**src/design/json_key_value_locator_macros.svh**
```systemverilog
// ----------------------------------------------------------------------------
// json key/value locator assertion macros
// shared concurrent assertion forms, clocked on clk_i and held off in reset
// ----------------------------------------------------------------------------
`ifndef JSON_KEY_VALUE_LOCATOR_MACROS_SVH
`define JSON_KEY_VALUE_LOCATOR_MACROS_SVH

// property that must hold at every edge out of reset
`define JKVL_ASSERT(lbl, prop, msg) \
  lbl: assert property (@(posedge clk_i) disable iff (!rst_ni) prop) else $error(msg);

// antecedent at one edge implies consequent at the next edge
`define JKVL_ASSERT_NEXT(lbl, ante, cons, msg) \
  lbl: assert property (@(posedge clk_i) disable iff (!rst_ni) (ante) |=> (cons)) \
    else $error(msg);

`endif

```
**src/design/jkvl_pkg.sv**
```systemverilog
// ----------------------------------------------------------------------------
// jkvl_pkg
// shared types, constants and helpers of the json key/value locator
// ----------------------------------------------------------------------------
package jkvl_pkg;

  localparam int unsigned MaxKeyBytes = 8;
  localparam int unsigned PosBits     = 16;
  localparam int unsigned DepthBits   = 8;
  localparam int unsigned KeyLenBits  = 4;
  localparam int unsigned KeyBits     = 8 * MaxKeyBytes;
  localparam int unsigned CfgBits     = 64;

  typedef logic [PosBits-1:0]    pos_t;
  typedef logic [DepthBits-1:0]  depth_t;
  typedef logic [KeyLenBits-1:0] klen_t;

  localparam pos_t   PosMax      = {PosBits{1'b1}};
  localparam depth_t MaxDepth    = 8'd255;
  localparam klen_t  KeyLenLimit = 4'd8;

  // configuration register indexes
  localparam logic CfgKeyText   = 1'b0;
  localparam logic CfgKeyLength = 1'b1;

  // character codes
  localparam logic [7:0] ChQuote   = 8'h22;
  localparam logic [7:0] ChColon   = 8'h3a;
  localparam logic [7:0] ChComma   = 8'h2c;
  localparam logic [7:0] ChLBrace  = 8'h7b;
  localparam logic [7:0] ChRBrace  = 8'h7d;
  localparam logic [7:0] ChLBrack  = 8'h5b;
  localparam logic [7:0] ChRBrack  = 8'h5d;
  localparam logic [7:0] ChBslash  = 8'h5c;
  localparam logic [7:0] ChSpace   = 8'h20;
  localparam logic [7:0] ChTab     = 8'h09;
  localparam logic [7:0] ChCr      = 8'h0d;
  localparam logic [7:0] ChLf      = 8'h0a;
  localparam logic [7:0] ChNul     = 8'h00;

  typedef enum logic [6:0] {
    PH_SEARCH = 7'b0000001,
    PH_MATCH  = 7'b0000010,
    PH_COLON  = 7'b0000100,
    PH_LEAD   = 7'b0001000,
    PH_SCAN   = 7'b0010000,
    PH_DONE   = 7'b0100000,
    PH_DRAIN  = 7'b1000000
  } phase_e;

  typedef struct packed {
    logic found;
    pos_t value_offset;
    pos_t value_length;
    logic overflow;
  } res_t;

  function automatic logic is_space(logic [7:0] b);
    return (b == ChSpace) || (b == ChTab) || (b == ChCr) || (b == ChLf);
  endfunction

endpackage

```
**src/design/jkvl_if.sv**
```systemverilog
// ----------------------------------------------------------------------------
// jkvl channel interfaces
// valid/ready channels for document bytes and located values
// ----------------------------------------------------------------------------
interface jkvl_in_if;
  logic       valid;
  logic       ready;
  logic [7:0] byte_value;
  logic       last_byte;

  modport source (output valid, output byte_value, output last_byte, input ready);
  modport sink   (input valid, input byte_value, input last_byte, output ready);
endinterface

interface jkvl_out_if;
  logic              valid;
  logic              ready;
  logic              found;
  jkvl_pkg::pos_t    value_offset;
  jkvl_pkg::pos_t    value_length;
  logic              overflow;

  modport source (output valid, output found, output value_offset, output value_length,
                  output overflow, input ready);
  modport sink   (input valid, input found, input value_offset, input value_length,
                  input overflow, output ready);
endinterface

```
**src/design/json_key_value_locator.sv**
```systemverilog
// Path: an accepted byte waits in the input register until the parser takes it, and
//   a document's result is loaded into the output register at that same parser update.
// Throughput: one byte per cycle; the input register stalls only while a result
//   waits in the output register and the output side is not ready.
// Reset: asynchronous, clears key registers, parser state and both valid flags.
// ----------------------------------------------------------------------------
// json_key_value_locator
// streams a json document and reports where the configured key's value sits
// ----------------------------------------------------------------------------
`include "json_key_value_locator_macros.svh"

module json_key_value_locator (
  input  logic                          clk_i,
  input  logic                          rst_ni,
  input  logic                          cfg_we_i,
  input  logic                          cfg_index_i,
  input  logic [jkvl_pkg::CfgBits-1:0]  cfg_wdata_i,
  jkvl_in_if.sink                       in_i,
  jkvl_out_if.source                    out_o
);

  logic [jkvl_pkg::KeyBits-1:0] key_text_q;
  jkvl_pkg::klen_t              key_len_q;
  logic                         in_vld_q, in_vld_d;
  logic [7:0]                   byte_q;
  logic                         last_q;
  logic                         out_free, advance, accept, emit;
  jkvl_pkg::res_t               res;

  always_ff @(posedge clk_i or negedge rst_ni) begin
    if (!rst_ni) begin
      key_text_q <= '0;
      key_len_q  <= '0;
    end else if (cfg_we_i) begin
      case (cfg_index_i)
        jkvl_pkg::CfgKeyText:   key_text_q <= cfg_wdata_i[jkvl_pkg::KeyBits-1:0];
        jkvl_pkg::CfgKeyLength: key_len_q  <= cfg_wdata_i[jkvl_pkg::KeyLenBits-1:0];
        default: ;
      endcase
    end
  end

  // input register: one transaction held until the parser consumes it
  assign out_free   = ~out_o.valid | out_o.ready;
  assign advance    = in_vld_q & out_free;
  assign in_i.ready = ~in_vld_q | out_free;
  assign accept     = in_i.valid & in_i.ready;
  assign in_vld_d   = accept | (in_vld_q & ~advance);

  always_ff @(posedge clk_i or negedge rst_ni) begin
    if (!rst_ni) in_vld_q <= 1'b0;
    else in_vld_q <= in_vld_d;
  end

  always_ff @(posedge clk_i) begin
    if (accept) begin
      byte_q <= in_i.byte_value;
      last_q <= in_i.last_byte;
    end
  end

  jkvl_parser u_parser (
    .clk_i      (clk_i),
    .rst_ni     (rst_ni),
    .adv_i      (advance),
    .byte_i     (byte_q),
    .last_i     (last_q),
    .key_text_i (key_text_q),
    .key_len_i  (key_len_q),
    .emit_o     (emit),
    .res_o      (res)
  );

  jkvl_out_reg u_out_reg (
    .clk_i  (clk_i),
    .rst_ni (rst_ni),
    .load_i (advance & emit),
    .res_i  (res),
    .out_o  (out_o)
  );

  `JKVL_ASSERT(a_ready_only_on_stall, !in_i.ready |-> (in_vld_q && out_o.valid && !out_o.ready), "input stalled without a held result")
  `JKVL_ASSERT_NEXT(a_emit_loads, advance && emit, out_o.valid, "emitted result not presented")
  `JKVL_ASSERT(a_notfound_zero, (out_o.valid && !out_o.found) |-> (out_o.value_offset == '0 && out_o.value_length == '0), "missing key with nonzero span")

endmodule

```
**src/design/jkvl_parser.sv**
```systemverilog
// ----------------------------------------------------------------------------
// jkvl_parser
// per-byte key match, colon and value scan state with result formation
// ----------------------------------------------------------------------------
module jkvl_parser (
  input  logic                    clk_i,
  input  logic                    rst_ni,
  input  logic                    adv_i,
  input  logic [7:0]              byte_i,
  input  logic                    last_i,
  input  logic [jkvl_pkg::KeyBits-1:0] key_text_i,
  input  jkvl_pkg::klen_t         key_len_i,
  output logic                    emit_o,
  output jkvl_pkg::res_t          res_o
);

  jkvl_pkg::phase_e ph_q, ph_d, t_ph;
  jkvl_pkg::klen_t  mi_q, mi_d, t_mi, klen;
  jkvl_pkg::pos_t   pos_q, pos_d, t_pos;
  jkvl_pkg::pos_t   start_q, start_d, t_start;
  jkvl_pkg::pos_t   cend_q, cend_d, t_cend;
  jkvl_pkg::depth_t depth_q, depth_d, t_depth;
  logic             instr_q, instr_d, t_instr;
  logic             esc_q, esc_d, t_esc;
  logic             sat_q, sat_d, t_sat;
  logic             do_scan, mark;
  logic [7:0]       key_byte;

  function automatic jkvl_pkg::res_t make_res(jkvl_pkg::phase_e ph, jkvl_pkg::pos_t pos,
                                             jkvl_pkg::pos_t st, jkvl_pkg::pos_t ce,
                                             logic sat);
    jkvl_pkg::res_t r;
    jkvl_pkg::pos_t s;
    jkvl_pkg::pos_t e;
    r.found = (ph == jkvl_pkg::PH_LEAD) || (ph == jkvl_pkg::PH_SCAN) ||
              (ph == jkvl_pkg::PH_DONE);
    s = '0;
    e = '0;
    if (ph == jkvl_pkg::PH_LEAD) begin
      s = pos;
      e = pos;
    end else if (r.found) begin
      s = st;
      e = ce;
    end
    r.value_offset = s;
    r.value_length = (e >= s) ? e - s : '0;
    r.overflow     = sat;
    return r;
  endfunction

  assign klen     = (key_len_i > jkvl_pkg::KeyLenLimit) ? jkvl_pkg::KeyLenLimit : key_len_i;
  assign key_byte = key_text_i[{mi_q[2:0], 3'b000} +: 8];

  // effect of one nonzero byte
  always_comb begin
    t_ph    = ph_q;
    t_mi    = mi_q;
    t_pos   = pos_q;
    t_start = start_q;
    t_cend  = cend_q;
    t_depth = depth_q;
    t_instr = instr_q;
    t_esc   = esc_q;
    t_sat   = sat_q;
    do_scan = 1'b0;
    mark    = 1'b0;
    case (ph_q)
      jkvl_pkg::PH_SEARCH: begin
        if (byte_i == jkvl_pkg::ChQuote) begin
          t_ph = jkvl_pkg::PH_MATCH;
          t_mi = '0;
        end
      end
      jkvl_pkg::PH_MATCH: begin
        if (byte_i == jkvl_pkg::ChQuote) begin
          if (mi_q == klen) t_ph = jkvl_pkg::PH_COLON;
          else t_mi = '0;
        end else if ((mi_q < klen) && (byte_i == key_byte)) begin
          t_mi = mi_q + 4'd1;
        end else begin
          t_ph = jkvl_pkg::PH_SEARCH;
        end
      end
      jkvl_pkg::PH_COLON: begin
        if (!jkvl_pkg::is_space(byte_i)) begin
          if (byte_i == jkvl_pkg::ChColon) begin
            t_ph = jkvl_pkg::PH_LEAD;
          end else if (byte_i == jkvl_pkg::ChQuote) begin
            t_ph = jkvl_pkg::PH_MATCH;
            t_mi = '0;
          end else begin
            t_ph = jkvl_pkg::PH_SEARCH;
          end
        end
      end
      jkvl_pkg::PH_LEAD: begin
        if (!jkvl_pkg::is_space(byte_i)) begin
          t_start = pos_q;
          t_cend  = pos_q;
          t_ph    = jkvl_pkg::PH_SCAN;
          do_scan = 1'b1;
        end
      end
      jkvl_pkg::PH_SCAN: do_scan = 1'b1;
      default: ;
    endcase

    if (do_scan) begin
      if (instr_q) begin
        if (esc_q) t_esc = 1'b0;
        else if (byte_i == jkvl_pkg::ChBslash) t_esc = 1'b1;
        else if (byte_i == jkvl_pkg::ChQuote) t_instr = 1'b0;
        mark = 1'b1;
      end else if (byte_i == jkvl_pkg::ChQuote) begin
        t_instr = 1'b1;
        mark    = 1'b1;
      end else if ((byte_i == jkvl_pkg::ChLBrace) || (byte_i == jkvl_pkg::ChLBrack)) begin
        if (depth_q >= jkvl_pkg::MaxDepth) t_sat = 1'b1;
        else t_depth = depth_q + 8'd1;
        mark = 1'b1;
      end else if ((byte_i == jkvl_pkg::ChRBrace) || (byte_i == jkvl_pkg::ChRBrack)) begin
        // closer at depth zero ends the value
        if (depth_q == '0) begin
          t_ph = jkvl_pkg::PH_DONE;
        end else begin
          t_depth = depth_q - 8'd1;
          mark    = 1'b1;
        end
      end else if ((byte_i == jkvl_pkg::ChComma) && (depth_q == '0)) begin
        t_ph = jkvl_pkg::PH_DONE;
      end else begin
        mark = 1'b1;
      end
      if (mark && !jkvl_pkg::is_space(byte_i)) begin
        if (pos_q == jkvl_pkg::PosMax) begin
          t_cend = jkvl_pkg::PosMax;
          t_sat  = 1'b1;
        end else begin
          t_cend = pos_q + 16'd1;
        end
      end
    end

    if (pos_q == jkvl_pkg::PosMax) t_sat = 1'b1;
    else t_pos = pos_q + 16'd1;
  end

  // document boundaries: zero byte, last byte and drain after a zero byte
  always_comb begin
    ph_d    = t_ph;
    mi_d    = t_mi;
    pos_d   = t_pos;
    start_d = t_start;
    cend_d  = t_cend;
    depth_d = t_depth;
    instr_d = t_instr;
    esc_d   = t_esc;
    sat_d   = t_sat;
    emit_o  = 1'b0;
    res_o   = make_res(t_ph, t_pos, t_start, t_cend, t_sat);
    if ((ph_q == jkvl_pkg::PH_DRAIN) || (byte_i == jkvl_pkg::ChNul) || last_i) begin
      ph_d    = jkvl_pkg::PH_SEARCH;
      mi_d    = '0;
      pos_d   = '0;
      start_d = '0;
      cend_d  = '0;
      depth_d = '0;
      instr_d = 1'b0;
      esc_d   = 1'b0;
      sat_d   = 1'b0;
    end
    if (ph_q == jkvl_pkg::PH_DRAIN) begin
      if (!last_i) ph_d = jkvl_pkg::PH_DRAIN;
    end else if (byte_i == jkvl_pkg::ChNul) begin
      emit_o = 1'b1;
      res_o  = make_res(ph_q, pos_q, start_q, cend_q, sat_q);
      if (!last_i) ph_d = jkvl_pkg::PH_DRAIN;
    end else if (last_i) begin
      emit_o = 1'b1;
    end
  end

  always_ff @(posedge clk_i or negedge rst_ni) begin
    if (!rst_ni) begin
      ph_q    <= jkvl_pkg::PH_SEARCH;
      mi_q    <= '0;
      pos_q   <= '0;
      start_q <= '0;
      cend_q  <= '0;
      depth_q <= '0;
      instr_q <= 1'b0;
      esc_q   <= 1'b0;
      sat_q   <= 1'b0;
    end else if (adv_i) begin
      ph_q    <= ph_d;
      mi_q    <= mi_d;
      pos_q   <= pos_d;
      start_q <= start_d;
      cend_q  <= cend_d;
      depth_q <= depth_d;
      instr_q <= instr_d;
      esc_q   <= esc_d;
      sat_q   <= sat_d;
    end
  end

endmodule

```
**src/design/jkvl_out_reg.sv**
```systemverilog
// ----------------------------------------------------------------------------
// jkvl_out_reg
// result register driving the output channel
// ----------------------------------------------------------------------------
module jkvl_out_reg (
  input  logic           clk_i,
  input  logic           rst_ni,
  input  logic           load_i,
  input  jkvl_pkg::res_t res_i,
  jkvl_out_if.source     out_o
);

  logic           vld_q, vld_d;
  jkvl_pkg::res_t res_q;

  // load is only issued when the register is empty or being drained
  assign vld_d = load_i | (vld_q & ~out_o.ready);

  always_ff @(posedge clk_i or negedge rst_ni) begin
    if (!rst_ni) vld_q <= 1'b0;
    else vld_q <= vld_d;
  end

  always_ff @(posedge clk_i) begin
    if (load_i) res_q <= res_i;
  end

  assign out_o.valid        = vld_q;
  assign out_o.found        = res_q.found;
  assign out_o.value_offset = res_q.value_offset;
  assign out_o.value_length = res_q.value_length;
  assign out_o.overflow     = res_q.overflow;

endmodule

```
**src/flat_wrapper.sv**
```systemverilog
// flat-port wrapper written by rule: the top's interface ports become plain ports
module json_key_value_locator_flat 
  (clk_i, rst_ni, cfg_we_i, cfg_index_i, cfg_wdata_i, in_i_valid, in_i_byte_value, in_i_last_byte, in_i_ready, out_o_valid, out_o_found, out_o_value_offset, out_o_value_length, out_o_overflow, out_o_ready);
  jkvl_in_if in_i_i ();
  jkvl_out_if out_o_i ();
  input  logic clk_i;
  input  logic rst_ni;
  input  logic cfg_we_i;
  input  logic cfg_index_i;
  input  logic [jkvl_pkg::CfgBits-1:0] cfg_wdata_i;
  input wire logic [$bits(in_i_i.valid)-1:0] in_i_valid;
  input wire logic [$bits(in_i_i.byte_value)-1:0] in_i_byte_value;
  input wire logic [$bits(in_i_i.last_byte)-1:0] in_i_last_byte;
  output wire logic [$bits(in_i_i.ready)-1:0] in_i_ready;
  output wire logic [$bits(out_o_i.valid)-1:0] out_o_valid;
  output wire logic [$bits(out_o_i.found)-1:0] out_o_found;
  output wire logic [$bits(out_o_i.value_offset)-1:0] out_o_value_offset;
  output wire logic [$bits(out_o_i.value_length)-1:0] out_o_value_length;
  output wire logic [$bits(out_o_i.overflow)-1:0] out_o_overflow;
  input wire logic [$bits(out_o_i.ready)-1:0] out_o_ready;
  assign in_i_i.valid = in_i_valid;
  assign in_i_i.byte_value = in_i_byte_value;
  assign in_i_i.last_byte = in_i_last_byte;
  assign in_i_ready = in_i_i.ready;
  assign out_o_valid = out_o_i.valid;
  assign out_o_found = out_o_i.found;
  assign out_o_value_offset = out_o_i.value_offset;
  assign out_o_value_length = out_o_i.value_length;
  assign out_o_overflow = out_o_i.overflow;
  assign out_o_i.ready = out_o_ready;
  json_key_value_locator u_core (.clk_i(clk_i), .rst_ni(rst_ni), .cfg_we_i(cfg_we_i), .cfg_index_i(cfg_index_i), .cfg_wdata_i(cfg_wdata_i), .in_i(in_i_i), .out_o(out_o_i));
endmodule
```
**config.mk**
```make
export PLATFORM = sky130hd
export DESIGN_NAME = json_key_value_locator_flat
export DESIGN_NICKNAME = d
export VERILOG_FILES = /design/src/design/jkvl_pkg.sv /design/src/design/jkvl_if.sv /design/src/design/json_key_value_locator.sv /design/src/design/jkvl_parser.sv /design/src/design/jkvl_out_reg.sv /design/src/flat_wrapper.sv
export VERILOG_INCLUDE_DIRS = /design/src /design/src/design
export SDC_FILE = /design/constraint.sdc
export NUM_CORES = 1
export LEC_CHECK = 0
export ABC_CLOCK_PERIOD_IN_PS = 7200
export BUFFER_PORTS_ARGS = -buffer_cell sky130_fd_sc_hd__buf_2
export CORE_ASPECT_RATIO = 1.75
export CORE_MARGIN = 2
export CORE_UTILIZATION = 50
export CTS_CLUSTER_DIAMETER = 30
export DETAILED_ROUTE_END_ITERATION = 12
export GPL_TIMING_DRIVEN = 0
export PLACE_DENSITY = 0.71
export SLEW_MARGIN = 20
export SYNTH_ARGS = -nofsm -noshare
export SYNTH_HDL_FRONTEND = slang
export SYNTH_SLANG_ARGS = --single-unit
```
**constraint.sdc**
```tcl
create_clock -name clk_i -period 7.2 [get_ports clk_i]
set_clock_uncertainty 0.2 [all_clocks]
set_input_delay 1.08 -clock clk_i [delete_from_list [all_inputs] [get_ports clk_i]]
set_output_delay 1.08 -clock clk_i [all_outputs]
set_load 0.1 [all_outputs]
```
# Word-level counts from Yosys, hierarchy flattened
# Index checks and enable logic that the tools add are counted.
dict set report classes {
  addsub 6
  n_lt_le_gt_ge 5
  eq_ne 33
  shifts 1
  muxes 95
  bitwise 14
  reduce_logical 27
}
# op count
set ops {}
lappend ops {{two-way mux 16 bit} 25}
lappend ops {{two-way mux 7 bit} 17}
lappend ops {{two-way mux 34 bit} 2}
lappend ops {{two-way mux 8 bit} 8}
lappend ops {{variable part select 64 x 7 -> 8 bit} 1}
lappend ops {{== test 8 x 7 -> 1 bit (second input constant)} 5}
lappend ops {{two-way mux 4 bit} 9}
lappend ops {{== test 8 x 6 -> 1 bit (second input constant)} 4}
lappend ops {{>= comparator 16 bit} 2}
lappend ops {{subtractor 16 bit} 2}
lappend ops {{two-way mux 1 bit} 30}
lappend ops {{case mux 7 bit (4 select lines)} 1}
lappend ops {{== test 8 x 4 -> 1 bit (second input constant)} 3}
lappend ops {{adder 16 x 1 -> 16 bit (second input constant)} 1}
lappend ops {{== test 16 bit (second input constant)} 1}
lappend ops {{logical NOT 8 bit} 2}
lappend ops {{== test 7 x 4 -> 1 bit (second input constant)} 2}
lappend ops {{== test 7 x 5 -> 1 bit (second input constant)} 2}
lappend ops {{== test 7 x 6 -> 1 bit (second input constant)} 2}
lappend ops {{case mux 4 bit (3 select lines)} 1}
lappend ops {{logical OR 1 bit} 11}
lappend ops {{adder 8 x 1 -> 8 bit (second input constant)} 1}
lappend ops {{== test 8 bit} 1}
lappend ops {{>= comparator 8 bit (second input constant)} 1}
lappend ops {{other kinds (27)} 47}
dict set report totals {
  regBits 183
  in_bits 79
  wordCells 200
}

# Logic depth before layout (Yosys ltp)
dict set report logic_depth {
  depth_word 22
  mapped_depth 24
  depth_no_buf 22
}

# Cells and area by module
# Synthesis repeated with hierarchy kept, for this count alone.
dict set report hier_totals {
  hier_cells 1073
  area_unflattened_um2 11546.1
}
# module instances cells_each area_per_inst_um2
set modules_own_cells {}
lappend modules_own_cells {jkvl_parser 1 875 7304.5}
lappend modules_own_cells {json_key_value_locator 1 161 3184.3}
lappend modules_own_cells {jkvl_out_reg 1 37 1057.3}

# Least setup slack after synthesis
# Ideal clock, no wire load.
dict set report synth_path {
  path_kind {reg2reg}
  start {register u_core.u_parser.ph_q[0]}
  end {register u_core.u_out_reg.res_q, in the netlist u_core.u_out_reg.out_o.value_length[15], data pin}
  arrival_time_ns 5.161
  required_time_ns 6.726
  path_slack_ns 1.565
  stages_incl_launch_ff 22
  cell_sequence {dfstp_2 -> clkbuf_1 -> nor2_1 -> o311ai_2 -> nor3_1 -> o2111a_1 -> a2111o_1 -> or3_4 -> clkbuf_1 -> o21ai_1 -> ha_1 -> inv_1 -> fa_1 -> a21o_1 -> a21o_1 -> a21boi_0 -> o31ai_1 -> nand3_1 -> nand2_1 -> o311ai_1 -> clkbuf_1 -> o22ai_1}
}
# item line
set synth_rtl {}
lappend synth_rtl {{start, declared} jkvl_parser.sv:17} ;# jkvl_pkg::phase_e ph_q, ph_d, t_ph;
lappend synth_rtl {{start signal, assigned} jkvl_parser.sv:186} ;# ph_q <= jkvl_pkg::PH_SEARCH;
lappend synth_rtl {{start signal, assigned} jkvl_parser.sv:196} ;# ph_q <= ph_d;
lappend synth_rtl {{end signal, assigned} jkvl_out_reg.sv:25} ;# if (load_i) res_q <= res_i;
lappend synth_rtl {{end, declared} jkvl_out_reg.sv:14} ;# jkvl_pkg::res_t res_q;

==> run metrics <==
crit-path max cell delay=520 ps; most frequent cell after synthesis=dfrtp_1; post-layout minimum cycle time=6950 ps; worst skew pair latency=460 ps; num rows=72; RSZ-0062 raised after global routing=false; fmax=0.144 GHz; Slew HR=30.5%; Top Family by Delay on Critical Path=simple AND/OR/NAND/NOR gates; critical-path cell with the highest stage delay=and3_1; Avg Cell Area, Syn=10.1 µm²; remaining global-route overflow=0; CTS buffer count=17; top cells by area, synth=dfrtp_1 31%, edfxtp_1 12%, mux2_2 7.0%, ha_1 5.0%, a21oi_1 3.4%; max_cap viols=0; WL/cell=21.4 µm; Synth area leader=dfrtp_1; Post-synth EDFFs=43; CTS H-tree depth=4; crit path buf inv count=4; Layout Nets=1378; #FFs+latches synth=183; Setup Viol. Count Final=0; critical path class=reg -> reg; clk slew on worst S/H paths=70 ps; crit-path cells=ha_1 > and3_1 > nand4_1 > nor2_1 > and3_1 > inv_1 > clkbuf_1 > ha_1 > nand2_1 > o21ai_1 > ha_1 > inv_1 > fa_1 > a21o_1 > a21o_1 > a21boi_0 > o31ai_1 > nand3_1 > nand2_1 > o311ai_4 > clkbuf_1 > o22ai_1; first-pass GRT wire length=52800 µm; status=finished clean; Async SR Flop Fraction=76.5%; RePlAce Congestion=0.971; Commonest cells post-synth=139 x dfrtp_1, 102 x nand2_1, 77 x a21oi_1; overall via count from detail_route=9694; vias in the first global route=10062; pwr dens=224 nW/µm²; number of I/O pins=115; die span in x=117 µm; Synth Net Count=1242; CTS tree=yes; Yosys Warn Count=0; number of port buffers=114; post-synthesis cell type count=73; post-DP HPWL=26100 µm; Worst Max-Slew Pin Slew=1040 ps; final WL=33400 µm; CP Capture Type=register; largest net degree at the start of global routing=73; starting density of the core=50.8%; Die Y=202 µm; DR vias/cell=6.21; final hold viol count=0; CTS Hold Bufs=0; register-to-register setup slack=250 ps; period utilization=96.6%; Max clock buf depth=2; First-pass DRT Iterations=7; number of remaining DRC errors=0; maximum vdd drop=0.241 mV; Seq/Total Area, Yosys=42.8%; Final Non-Filler Cells=1560; Synth top area share=31.0%; Detail Route Antenna Nets=0; worst min path class=reg -> reg; die area=23700 µm²; crit path max fanout=10; initial antenna violation count=0; Most Frequent Cell on Critical Path=ha_1; Cell Area, Synth=11200 µm²; static leakage=5.34 nW; Main synth FF type=dfrtp_1; Crit path required time=7180 ps; share of layout cells above drive strength 1=19.9%; Ant. Diodes=0; DRT iter0 DRCs=661; Util after Layout=58.0%; Startpoint Class=register; floorplan core area=22100 µm²; crit path DAT=6930 ps; Mapped Cells=1115; placed cells=1529; max-slew violations=0; Synth-to-Final Area Change=14.3%; Tot GR Track Use=29.8%; clk root buf=clkbuf_16; CTS Sinks=183
## cell type report
type	instances	area (µm²)
Fill cell	1958	9260
Timing Repair Buffer	118	631
Clock buffer	23	520
Inverter	26	97.6
Clock inverter	9	61.3
Buffer	73	307
Sequential cell	183	4800
Tap cell	296	370
Multi-Input combinational cell	832	6030
## state kept, by name (all words and copies together) (netlist names), 4 cells and up
name	count
u_core.u_parser.start_q	16
u_core.u_parser.pos_q	16
u_core.u_parser.ph_q	7
u_core.u_out_reg.out_o.value_length	16
u_core.key_len_q	4
u_core.key_text_q	64
u_core.u_parser.depth_q	8
u_core.byte_q	8
u_core.u_parser.cend_q	16
u_core.u_parser.mi_q	4
u_core.u_out_reg.out_o.value_offset	16
## power breakdown
part / total (mW) / internal, mW / switching [mW]
clock network: 0.923 / 0.510 / 0.414
logic: 0.706 / 0.278 / 0.427
registers: 1.24 / 1.17 / 0.0722
## worst register-to-register path: stages, from the launching register on
cell and delay, ps:
dfrtp_1 460, ha_1 360, and3_1 290, nand4_1 400, nor2_1 250, and3_1 520, inv_1 310, clkbuf_1 290
ha_1 360, nand2_1 90, o21ai_1 170, ha_1 190, inv_1 60, fa_1 410, a21o_1 190, a21o_1 220
a21boi_0 370, o31ai_1 190, nand3_1 110, nand2_1 110, o311ai_4 450, clkbuf_1 470, o22ai_1 190
## cell usage in the layout (no fill, tap or decap), drive strengths merged, types with 4 or more instances in the layout
cell type and count:
nor3 16, a21oi 77, nand2b 13, o21a 19
nor4 7, nand2 102, ha 45, or3 7
o22a 10, inv 28, nor2b 13, a21o 16
mux2 70, mux2i 38, o22ai 24, dfrtp 139
o31ai 9, clkbuf 83, nand3 20, clkinv 4
xnor2 21, o211ai 4, edfxtp 43, o221ai 4
nand3b 4, nor2 36, mux4 4, a21boi 9
xor2 20, and3 14, buf 131, a22o 38
and2 9, nor3b 4, nand4 18, a22oi 29
o21ai 83, a211oi 5
## metrics by stage
stage / hold slack, ps / setup WS, ps / power [mW] / cell area (µm²) / TNS [ps]
6_report: 306 / 248 / 2.87 / 12800 / 0
5_1_grt: 318 / 35.7 / 3.00 / 12800 / 0
4_1_cts: 310 / 136 / 2.88 / 12800 / 0
3_5_place_dp: 294 / -121 / 1.96 / 12200 / -716
3_3_place_gp: 285 / -64.4 / 1.93 / 12200 / -373
2_1_floorplan: 264 / 1570 / 1.76 / 11200 / 0
## metal layers
metal | share of wire [%] | GRT usage (%) | up-vias
met4 | 8.2 | 23.0 | 0
met1 | 33 | 28.9 | 4672
met5 | 0 | 0 | -
met3 | 4.6 | 6.06 | 158
met2 | 54 | 53.0 | 415
li1 | - | - | 4449
## logic make-up (layout without fill, tap and decap cells)
logic type / Yosys count / after routing / synth area share (%)
AO/OA/AOI/OAI: 354 / 354 / 21.1
AND/OR/NAND/NOR: 277 / 277 / 12.5
flip-flops: 183 / 183 / 42.8
multiplexers: 112 / 112 / 11.2
buffers and inverters: 100 / 249 / 3.64
adder cells (fa/ha/maj): 48 / 48 / 5.56
XOR/XNOR: 41 / 41 / 3.20
## worst paths after layout
path,start,endpoint,cells after the start
min in group asynchronous,rst_ni,u_core.key_text_q[8],1
setup reg to reg,u_core.u_parser.pos_q[0],u_core.u_out_reg.out_o.value_length[15],22
hold reg to reg,u_core.key_text_q[13],u_core.key_text_q[13],1
hold / removal,u_core.key_text_q[13],u_core.key_text_q[13],1
setup / recovery,u_core.u_parser.pos_q[0],u_core.u_out_reg.out_o.value_length[15],22
max in group asynchronous,rst_ni,u_core.key_text_q[30],2
## what timing repair did
item	4_1_cts	5_1_grt
setup endpoints to repair	10	10
setup buffers	0	0
gates resized for setup	1	1
endpoints found under the hold margin	0	0
No activity file was read; power rests on OpenSTA's default activity.
